[src/sv/assert_macros.svh]
// ---------------------------------------------------------------------------
// assert_macros.svh
// Clocked assertion macros for the glyph rasterizer. They expect clk and
// rst_n in scope; checks are off while reset is asserted.
// ---------------------------------------------------------------------------
`ifndef ASSERT_MACROS_SVH
`define ASSERT_MACROS_SVH

// prop holds at every edge
`define TCGR_ASSERT(label, prop, msg) \
  label: assert property (@(posedge clk) disable iff (!rst_n) (prop)) else $error(msg);

// ante implies cons in the same cycle
`define TCGR_ASSERT_IMP(label, ante, cons, msg) \
  label: assert property (@(posedge clk) disable iff (!rst_n) (ante) |-> (cons)) \
    else $error(msg);

// ante implies cons in the next cycle
`define TCGR_ASSERT_NXT(label, ante, cons, msg) \
  label: assert property (@(posedge clk) disable iff (!rst_n) (ante) |=> (cons)) \
    else $error(msg);

`endif

[src/sv/tcgr_pkg.sv]
`timescale 1ns / 1ps
// ---------------------------------------------------------------------------
// tcgr_pkg
// Shared types and constants of the text cell glyph rasterizer.
// ---------------------------------------------------------------------------
package tcgr_pkg;

  localparam logic [1:0] ACT_CELL_WR = 2'd0;
  localparam logic [1:0] ACT_FONT_WR = 2'd1;
  localparam logic [1:0] ACT_RENDER  = 2'd2;

  localparam int FONT_DEPTH = 4096;
  localparam int FONT_AW    = 12;

  localparam int QDEPTH = 4;
  localparam int QPW    = 2;
  localparam int QLW    = 3;

  // Work item handed from front to back. For font writes, chr is the glyph byte.
  typedef struct packed {
    logic        is_font;
    logic [11:0] addr;
    logic [7:0]  chr;
    logic [3:0]  fg;
    logic [2:0]  bg;
    logic [6:0]  col;
    logic [4:0]  row;
  } job_t;

  typedef enum logic {
    BK_IDLE,
    BK_RENDER
  } bk_state_t;

endpackage

[src/sv/tcgr_queue.sv]
`timescale 1ns / 1ps
// ---------------------------------------------------------------------------
// tcgr_queue
// Short in-order queue of work items between the front and back ends.
// ---------------------------------------------------------------------------
`include "assert_macros.svh"

module tcgr_queue (
  input  logic                      clk,
  input  logic                      rst_n,
  input  logic                      push,
  input  tcgr_pkg::job_t            push_job,
  input  logic                      pop,
  output tcgr_pkg::job_t            head_job,
  output logic                      empty,
  output logic [tcgr_pkg::QLW-1:0]  level
);

  tcgr_pkg::job_t slot_r [tcgr_pkg::QDEPTH];

  logic [tcgr_pkg::QPW-1:0] wr_ptr_r, wr_ptr_nxt;
  logic [tcgr_pkg::QPW-1:0] rd_ptr_r, rd_ptr_nxt;
  logic [tcgr_pkg::QLW-1:0] cnt_r, cnt_nxt;

  always_comb begin
    wr_ptr_nxt = push ? wr_ptr_r + 1'b1 : wr_ptr_r;
    rd_ptr_nxt = pop ? rd_ptr_r + 1'b1 : rd_ptr_r;
    cnt_nxt    = cnt_r + tcgr_pkg::QLW'(push) - tcgr_pkg::QLW'(pop);
  end

  always_ff @(posedge clk) begin
    if (!rst_n) begin
      wr_ptr_r <= '0;
      rd_ptr_r <= '0;
      cnt_r    <= '0;
    end else begin
      wr_ptr_r <= wr_ptr_nxt;
      rd_ptr_r <= rd_ptr_nxt;
      cnt_r    <= cnt_nxt;
    end
  end

  always_ff @(posedge clk) begin
    if (push) begin
      slot_r[wr_ptr_r] <= push_job;
    end
  end

  assign head_job = slot_r[rd_ptr_r];
  assign empty    = (cnt_r == '0);
  assign level    = cnt_r;

  `TCGR_ASSERT_IMP(a_no_overflow, push, cnt_r != tcgr_pkg::QLW'(tcgr_pkg::QDEPTH), "queue overflow")
  `TCGR_ASSERT_IMP(a_no_underflow, pop, cnt_r != '0, "queue underflow")

endmodule

[config.mk]
export PLATFORM = sky130hd
export DESIGN_NAME = tcgr_queue
export DESIGN_NICKNAME = d
export VERILOG_FILES = /design/src/sv/tcgr_pkg.sv /design/src/sv/tcgr_queue.sv
export VERILOG_INCLUDE_DIRS = /design/src /design/src/sv
export SDC_FILE = /design/constraint.sdc
export NUM_CORES = 1
export LEC_CHECK = 0
export BUFFER_PORTS_ARGS = -buffer_cell sky130_fd_sc_hd__buf_2
export CORE_ASPECT_RATIO = 1.75
export CORE_UTILIZATION = 31
export DETAILED_ROUTE_END_ITERATION = 16
export GPL_ROUTABILITY_DRIVEN = 0
export GPL_TIMING_DRIVEN = 0
export PLACE_DENSITY = 0.54
export SETUP_SLACK_MARGIN = 0.05
export SLEW_MARGIN = 20
export SYNTH_ARGS = -nofsm -noshare
export SYNTH_HDL_FRONTEND = slang
export SYNTH_SLANG_ARGS = --single-unit
[constraint.sdc]
create_clock -name clk -period 2.29 [get_ports clk]
set_clock_uncertainty 0.1 [all_clocks]
set_input_delay 0.229 -clock clk [delete_from_list [all_inputs] [get_ports clk]]
set_output_delay 0.229 -clock clk [all_outputs]
set_load 0.005 [all_outputs]
==> impl_metrics.tcl, run 1 <==
set metrics [dict create \
    outcome "completed" \
    vias 2960 \
    async_flop_share_pct 0 \
    insertion_delay_ns 0.42 \
    cts_buffer_depth 2 \
    min_period_ns 2.04 \
    grt_pass1_wl_um 17800 \
    rsz0062_at_grt "false" \
    dieHeight_um 190 \
    p_seq_share_pct 49.8 \
    dp_hpwl_um 6960 \
    final_common_cell "edfxtp_1" \
    ys.flop_type "edfxtp_1" \
    hold_slack_ns 0.0595 \
    cts_resized 0 \
    cts_buffers 17 \
    cts_root_buffer "clkbuf_16" \
    synth_edf_count 160 \
    cts_setup_buffers 0 \
    setup_viol 0 \
    netlist_area_um2 6250 \
    timing.fmax_mhz 489 \
    h-tree-depth 4 \
    relSlewSlack_pct 55.3 \
    crit_type "reg2out" \
    cp_num_buf_inv 3 \
    fp.dieW_um 109 \
    final_cell_mix "edfxtp_1, buf_2, dlygate4sd3_1, mux4_2, clkbuf_16" \
    drive_above_1_share_pct 41.1 \
    power_density_nw_per_um2 901 \
    dr.first_iter.drc_count 66 \
    startpoint_type "flop" \
    grt-ovfl-total 0 \
    crit_slowest_cell "mux4_2" \
    grt_max_degree 41 \
    p_int_mw 5.73 \
    ant_nets 0 \
    synth_cell_types 18 \
    clk_pin_slew_ns 0.06 \
    endpoint_kind "output pin" \
    vias_per_cell 4.51 \
    path_max_fanout 10 \
    drc 0 \
    grt_usage_pct 12.2 \
    p_switching_mw 1.50 \
    final_max_slew_viol_count 0 \
    postLayoutCoreUtil_pct 40.6 \
    synthToLayoutAreaGrowth_pct 28.3 \
    core_area_um2 19700 \
    clkPwrFrac_pct 39.9 \
    yosysSeqAreaShare_pct 79.7 \
    path_cells "buf_6 > buf_12 > mux4_2 > buf_2" \
    initial_utilization_pct 31.7 \
    cap_violations 0 \
    antenna_found_initial 0 \
    power_frac_comb_pct 10.3 \
    p_leak_nw 2.77 \
    cp_top_family "multiplexers" \
    critPathMaxStageDelay_ns 0.52 \
    routed_wl_um 11400 \
    fp.dieArea_um2 20800 \
    port_buffers 87 \
    diodes 0 \
    fin_crit_sh_pct 89.3 \
    cts_tree "yes" \
    hold_violations 0 \
    fin_nets 449 \
    nFillCells 1841 \
    boundaryPins 88 \
    netlist_instances 251 \
    synth_nets 302 \
    rows 68 \
    worstPathRequired_ns 1.96 \
    dr.pass1.iters 4 \
    ys.warnings.count 0 \
    irDropWorstVdd_v 0.000402 \
    syn_avg_cell_area_um2 24.9 \
    wire_per_inst_um 17.4 \
    grt_pass1_vias 3299 \
    tightest_slew_ns 0.671 \
    clock-sinks 169 \
    hold_path_class "in2reg" \
    sw_frac_of_total_pct 20.7 \
    synth_seq_cells 169 \
    cp.arrival_ns 1.72 \
]
sequential cells by signal (all words and copies together) (netlist names), named ones only:
signal    flops
slot_r      160
level         3
rd_ptr_r      2
wr_ptr_r      2
Yosys cell counts (2+ instances only):
master,n,area (µm²)
and2_1,6,37.5
xnor2_1,2,17.5
edfxtp_1,160,4800
inv_1,7,26.3
nor2_1,5,18.8
ha_1,6,75.1
buf_12,4,80.1
buf_2,4,20.0
mux4_2,40,901
dfxtp_1,9,180
worst paths after layout:
kind                     from            to  slack (ns)  depth (start not counted)
setup / recovery         flop  head_job[13]        0.25                          4
hold / removal            pop   rd_ptr_r[0]        0.06                          3
setup reg to reg     level[0]      level[2]        0.52                          7
hold reg to reg   rd_ptr_r[0]   rd_ptr_r[1]        0.46                          2
power groups by stage:
| stage | clock network, mW | logic, mW | registers (mW) |
|---|---|---|---|
| finish | 2.89 | 0.743 | 3.60 |
| global route | 3.08 | 0.811 | 3.61 |
| CTS | 2.96 | 0.769 | 3.60 |
| detailed placement | 0 | 0.709 | 3.66 |
| global placement | 0 | 0.679 | 3.66 |
| floorplan | 0 | 0.402 | 3.66 |
through the flow:
stage | instance area [µm²] | worst slack [ns] | total power [mW] | std cells | setup TNS, ns
finish | 8020 | 0.246 | 7.23 | 656 | 0
floorplan | 6250 | 0.278 | 4.06 | 251 | 0
CTS | 8020 | 0.187 | 7.33 | 656 | 0
global route | 8020 | 0.162 | 7.50 | 656 | 0
detailed placement | 7010 | 0.532 | 4.37 | 583 | 0
global placement | 7000 | -0.542 | 4.34 | 583 | -84.54
what timing repair did:
| action | CTS | global route |
|---|---|---|
| setup endpoints to repair | 0 | 0 |
| endpoints found under the hold margin | 162 | 0 |
| hold buffers | 41 | 0 |
layout make-up:
class,instances,area [µm²],share of cell area [%]
flip-flops and latches,169,4980,62.1
multi-input cells,66,1140,14.2
repair buffers,128,846,10.5
clock buffers,22,464,5.79
well taps,245,307,3.82
clock inverters,10,143,1.78
plain buffers,9,111,1.39
inverters,7,26.3,0.328
worst reg2reg max path: cells and delay by family (launching register included):
kind | cells | cell delay (ns)
DFF | 1 | 0.35
xor gates and xnor gates | 1 | 0.20
and+or+nand+nor | 1 | 0.13
buffers and inverters | 2 | 0.10
adders and majority gates | 3 | 0.82
cell families after synthesis:
kind of cell / after synthesis / share of synthesized area (%)
flip-flops: 169 / 79.7
AND/OR/NAND/NOR: 13 / 1.10
XOR/XNOR: 3 / 0.660
buffers and inverters: 16 / 2.20
adder cells (fa/ha/maj): 7 / 1.52
AO/OA/AOI/OAI: 2 / 0.240
multiplexers: 41 / 14.6
routing by layer:
metal  vias up  share of wire (%)  global-route usage, %
met5         -                  0                      0
met4         0                2.2                   6.15
met3        14                3.3                   3.01
met2        60                 57                   22.4
met1      1542                 38                   12.5
li1       1344                  -                      -
Power figures use the tool's default switching activity.
==> run 2: changes to the inputs <==
--- a/config.mk
+++ b/config.mk
@@ -6,8 +6,8 @@
 export SDC_FILE = /design/constraint.sdc
 export NUM_CORES = 1
 export LEC_CHECK = 0
-export BUFFER_PORTS_ARGS = -buffer_cell sky130_fd_sc_hd__buf_2
-export CORE_ASPECT_RATIO = 1.75
+export BUFFER_PORTS_ARGS = -buffer_cell sky130_fd_sc_hd__clkbuf_2
+export CORE_ASPECT_RATIO = 1.4
 export CORE_UTILIZATION = 31
 export DETAILED_ROUTE_END_ITERATION = 16
 export GPL_ROUTABILITY_DRIVEN = 0
==> run 2 against run 1 <==
Compared with the run above:
- register-to-register slack better by 0.08 ns
- total power is 2.7% lower
- worst hold slack better by 0.0074 ns
- global-route usage is 0.38 points lower
- combinational power is 1% lower
- core utilization is 0.44 points lower
- first-iteration DRC count is 120% higher
- via count is 0.30% higher
- sequential share of layout area is 0.34 points higher
- die area hardly changed
- setup slack better by 0.013 ns
- fmax is 0.65% higher
- largest power group unchanged
==> impl_metrics.tcl, run 2 (synthesis results as in run 1) <==
set metrics [dict create \
    outcome "completed" \
    cts_buffers 17 \
    dp_hpwl_um 6570 \
    final_common_cell "edfxtp_1" \
    vias_per_cell 4.48 \
    antenna_found_initial 0 \
    grt-ovfl-total 0 \
    fin_nets 449 \
    p_leak_nw 2.78 \
    relSlewSlack_pct 55.0 \
    power_frac_comb_pct 10.4 \
    power_mw 7.03 \
    hold_slack_ns 0.0669 \
    clk_pin_slew_ns 0.07 \
    clkPwrFrac_pct 38.4 \
    cp.arrival_ns 1.70 \
    p_switching_mw 1.64 \
    dr.first_iter.drc_count 142 \
    timing.fmax_mhz 492 \
    whs_path_depth 3 \
    min_period_ns 2.03 \
    p_int_mw 5.38 \
    initial_utilization_pct 31.5 \
    diodes 0 \
    port_buffers 87 \
    drive_above_1_share_pct 41.8 \
    dieHeight_um 170 \
    final_cell_mix "edfxtp_1, clkbuf_2, dlygate4sd3_1, mux4_2, clkbuf_16" \
    cts_buffer_depth 2 \
    placed_cell_area_um2 7010 \
    grt_pass1_wl_um 17400 \
    fin_crit_sh_pct 88.7 \
    dr.pass1.iters 4 \
    fin_ws_ns 0.259 \
    worstPathRequired_ns 1.96 \
    hold_path_class "in2reg" \
    fp.dieW_um 122 \
    cts_setup_buffers 0 \
    irDropWorstVdd_v 0.000436 \
    drc 0 \
    fp.dieArea_um2 20800 \
    synthToLayoutAreaGrowth_pct 27.6 \
    rr_worst_depth 7 \
    insertion_delay_ns 0.41 \
    ant_nets 0 \
    power_density_nw_per_um2 881 \
    path_max_fanout 10 \
    tightest_slew_ns 0.675 \
    largest-register "slot_r" \
    fin_area_um2 7980 \
    boundaryPins 88 \
    h-tree-depth 4 \
    endpoint_kind "output pin" \
    cts_resized 0 \
    dp_slack_ns 0.575 \
    vias 2969 \
    setup_viol 0 \
    hold_violations 0 \
    grt_usage_pct 11.8 \
    cap_violations 0 \
    wire_per_inst_um 17.0 \
    grt_max_degree 41 \
    grt_pass1_vias 3236 \
    cts_root_buffer "clkbuf_16" \
    core_area_um2 19800 \
    sw_frac_of_total_pct 23.4 \
    final_max_slew_viol_count 0 \
    rsz0062_at_grt "false" \
    p_seq_share_pct 51.2 \
    cts_tree "yes" \
    crit_type "reg2out" \
    routed_wl_um 11300 \
    largest_reg_flops 160 \
    rows 61 \
    startpoint_type "flop" \
    clock-sinks 169 \
]
==> run 2: cell count changes in the layout (fill, tap and decap cells not counted), sizes merged <==
cell,delta
clkbuf,+82
buf,-87
inv,+10
clkinv,+1
clkinvlp,-3
bufinv,-3
==> run 2: layout make-up <==
type	instances	area (µm²)
clock inverter	15	129
buffer	9	111
clock buffer	17	425
sequential	169	4980
tap	252	315
timing repair buffer	128	846
fill	1821	11900
inverter	7	26.3
multi-input combinational	66	1140
==> run 2: power groups by stage <==
stage	registers, mW	logic (mW)	clock network [mW]
floorplan	3.66	0.402	0
global placement	3.66	0.678	0
detailed placement	3.67	0.702	0
CTS	3.60	0.762	2.77
global route	3.61	0.812	2.88
finish	3.59	0.733	2.70
==> run 2: timing repair <==
action,CTS,global route
endpoints found under the setup margin,0,0
hold buffers,41,0
endpoints found under the hold margin,162,0
==> run 2: final timing paths <==
kind | startpoint | end | slack, ns
setup / recovery | flop | head_job[18] | 0.26
hold / removal | pop | rd_ptr_r[0] | 0.07
setup reg to reg | level[0] | level[2] | 0.60
hold reg to reg | rd_ptr_r[1] | rd_ptr_r[1] | 0.46
==> run 2: metal layers <==
metal / up-vias / track usage (%) / wire, µm
li1: 1344 / - / -
met1: 1560 / 13.2 / 4600
met2: 55 / 21.1 / 6160
met3: 10 / 2.82 / 381
met4: 0 / 5.15 / 147
met5: - / 0 / 0
==> run 2: critical path, stage by stage, from the launching register on <==
cell and delay [ns]:
dfxtp_1 0.32, buf_6 0.15, buf_12 0.16, mux4_2 0.52, clkbuf_2 0.14
==> run 2: per-stage QoR <==
step                      util, %  setup TNS [ns]  std cells
after detailed placement     35.3               0        590
after CTS                    40.2               0        663
after floorplan                 -               0        251
after global placement       35.3          -92.42        590
after global routing         40.2               0        663
final                        40.2               0        663
==> run 3: changes to the inputs <==
--- a/config.mk
+++ b/config.mk
@@ -9,6 +9,7 @@
 export BUFFER_PORTS_ARGS = -buffer_cell sky130_fd_sc_hd__clkbuf_2
 export CORE_ASPECT_RATIO = 1.4
 export CORE_UTILIZATION = 31
+export CTS_BUF_LIST = sky130_fd_sc_hd__clkbuf_2 sky130_fd_sc_hd__clkbuf_4 sky130_fd_sc_hd__clkbuf_8
 export DETAILED_ROUTE_END_ITERATION = 16
 export GPL_ROUTABILITY_DRIVEN = 0
 export GPL_TIMING_DRIVEN = 0
==> run 3 against run 2 <==
Compared with the run above:
- via count stayed put
- sequential cell count unchanged
- die area did not move
- first-iteration DRC count is 14% higher
- clock-buffer cell count is the same
- core utilization shrank 0.96 points
- sequential share of layout area rose by 1.5 points
- critical path depth did not move
- design area is 2.4% lower
- cell count stayed put
- non-clock buffer count unchanged
==> impl_metrics.tcl, run 3 (synthesis results as in run 1) <==
set metrics [dict create \
    outcome "completed" \
    crit_type "reg2out" \
    routed_wl_um 11300 \
    rows 61 \
    dr.first_iter.drc_count 162 \
    fin_nets 449 \
    fin_ws_ns 0.237 \
    initial_utilization_pct 31.5 \
    final_common_cell "edfxtp_1" \
    vias 2969 \
    drc 0 \
    whs_path_depth 3 \
    tightest_slew_ns 0.692 \
    grt_max_degree 41 \
    p_int_mw 4.74 \
    largest-register "slot_r" \
    clk_pin_slew_ns 0.09 \
    largest_reg_flops 160 \
    wire_per_inst_um 17.0 \
    rsz0062_at_grt "false" \
    diodes 0 \
    power_mw 6.29 \
    cts_buffer_depth 2 \
    cts_setup_buffers 0 \
    antenna_found_initial 0 \
    hold_start "pop" \
    fin_crit_sh_pct 89.6 \
    hold_violations 0 \
    final_cell_mix "edfxtp_1, clkbuf_2, dlygate4sd3_1, mux4_2, clkbuf_8" \
    power_frac_comb_pct 11.7 \
    irDropWorstVdd_v 0.000342 \
    placed_cell_area_um2 7010 \
    cts_tree "yes" \
    insertion_delay_ns 0.43 \
    power_density_nw_per_um2 807 \
    final_max_slew_viol_count 0 \
    worstPathRequired_ns 1.96 \
    drive_above_1_share_pct 41.8 \
    hold_slack_ns 0.0461 \
    dr.pass1.iters 4 \
    finalNonFillerCells 663 \
    grt_pass1_vias 3230 \
    boundaryPins 88 \
    dp_hpwl_um 6570 \
    vias_per_cell 4.48 \
    fp.dieW_um 122 \
    h-tree-depth 4 \
    cap_violations 0 \
    dp_slack_ns 0.575 \
    p_leak_nw 2.69 \
    grt_pass1_wl_um 17300 \
    rr_worst_depth 7 \
    dieHeight_um 170 \
    hold_path_class "in2reg" \
    reg2reg_from "level[0]" \
    min_period_ns 2.05 \
    grt-ovfl-total 0 \
    port_buffers 87 \
    fp.dieArea_um2 20800 \
    relSlewSlack_pct 53.9 \
    sw_frac_of_total_pct 24.6 \
    core_area_um2 19800 \
    ant_nets 0 \
    endpoint_kind "output pin" \
    p_switching_mw 1.54 \
    path_max_fanout 10 \
    cts_root_buffer "clkbuf_8" \
    clkPwrFrac_pct 31.2 \
    cts_buffers 17 \
    clock-sinks 169 \
    setup_viol 0 \
    synthToLayoutAreaGrowth_pct 24.5 \
    cts_hold_buf 41 \
    startpoint_type "flop" \
    cts_resized 0 \
    cp.arrival_ns 1.72 \
    fin_area_um2 7790 \
    timing.fmax_mhz 487 \
    dp.cells 590 \
    grt_usage_pct 11.7 \
    p_seq_share_pct 57.1 \
]
run 3: changes by cell type in the layout (fill, tap and decap cells not counted):
cell / delta
clkbuf_16: -17
clkbuf_8: +17
run 3: metrics by stage:
step | TNS (ns) | util (%)
after floorplan | 0 | -
after global placement | -92.42 | 35.3
after detailed placement | 0 | 35.3
after CTS | 0 | 39.2
after global routing | 0 | 39.2
final | 0 | 39.2
run 3: power groups by stage:
stage | clock network (mW) | registers [mW] | logic (mW)
floorplan | 0 | 3.66 | 0.402
global placement | 0 | 3.66 | 0.678
detailed placement | 0 | 3.67 | 0.702
CTS | 2.04 | 3.59 | 0.762
global route | 2.15 | 3.61 | 0.812
finish | 1.96 | 3.59 | 0.734
run 3: critical path: stages (launching register included):
cell and delay [ns]:
dfxtp_1 0.33, buf_6 0.15, buf_12 0.16, mux4_2 0.52
clkbuf_2 0.14
run 3: final timing paths:
check	endpoint	slack, ns
worst max-delay path	head_job[18]	0.24
worst min-delay path	rd_ptr_r[0]	0.05
worst max register to register	level[2]	0.60
worst min register to register	rd_ptr_r[1]	0.47
run 3: routing by layer:
layer	GRT usage [%]	vias up	share of wire, %
met5	0	-	0
met4	4.83	0	1.4
met3	2.61	9	3.3
met2	21.0	58	54
met1	13.3	1561	41
li1	-	1341	-
run 3: final cells by class:
type,count,area [µm²]
well taps,252,315
multi-input cells,66,1140
plain buffers,9,111
repair buffers,128,846
fillers,1840,12100
clock buffers,17,234
flip-flops and latches,169,4980
inverters,7,26.3
clock inverters,15,129
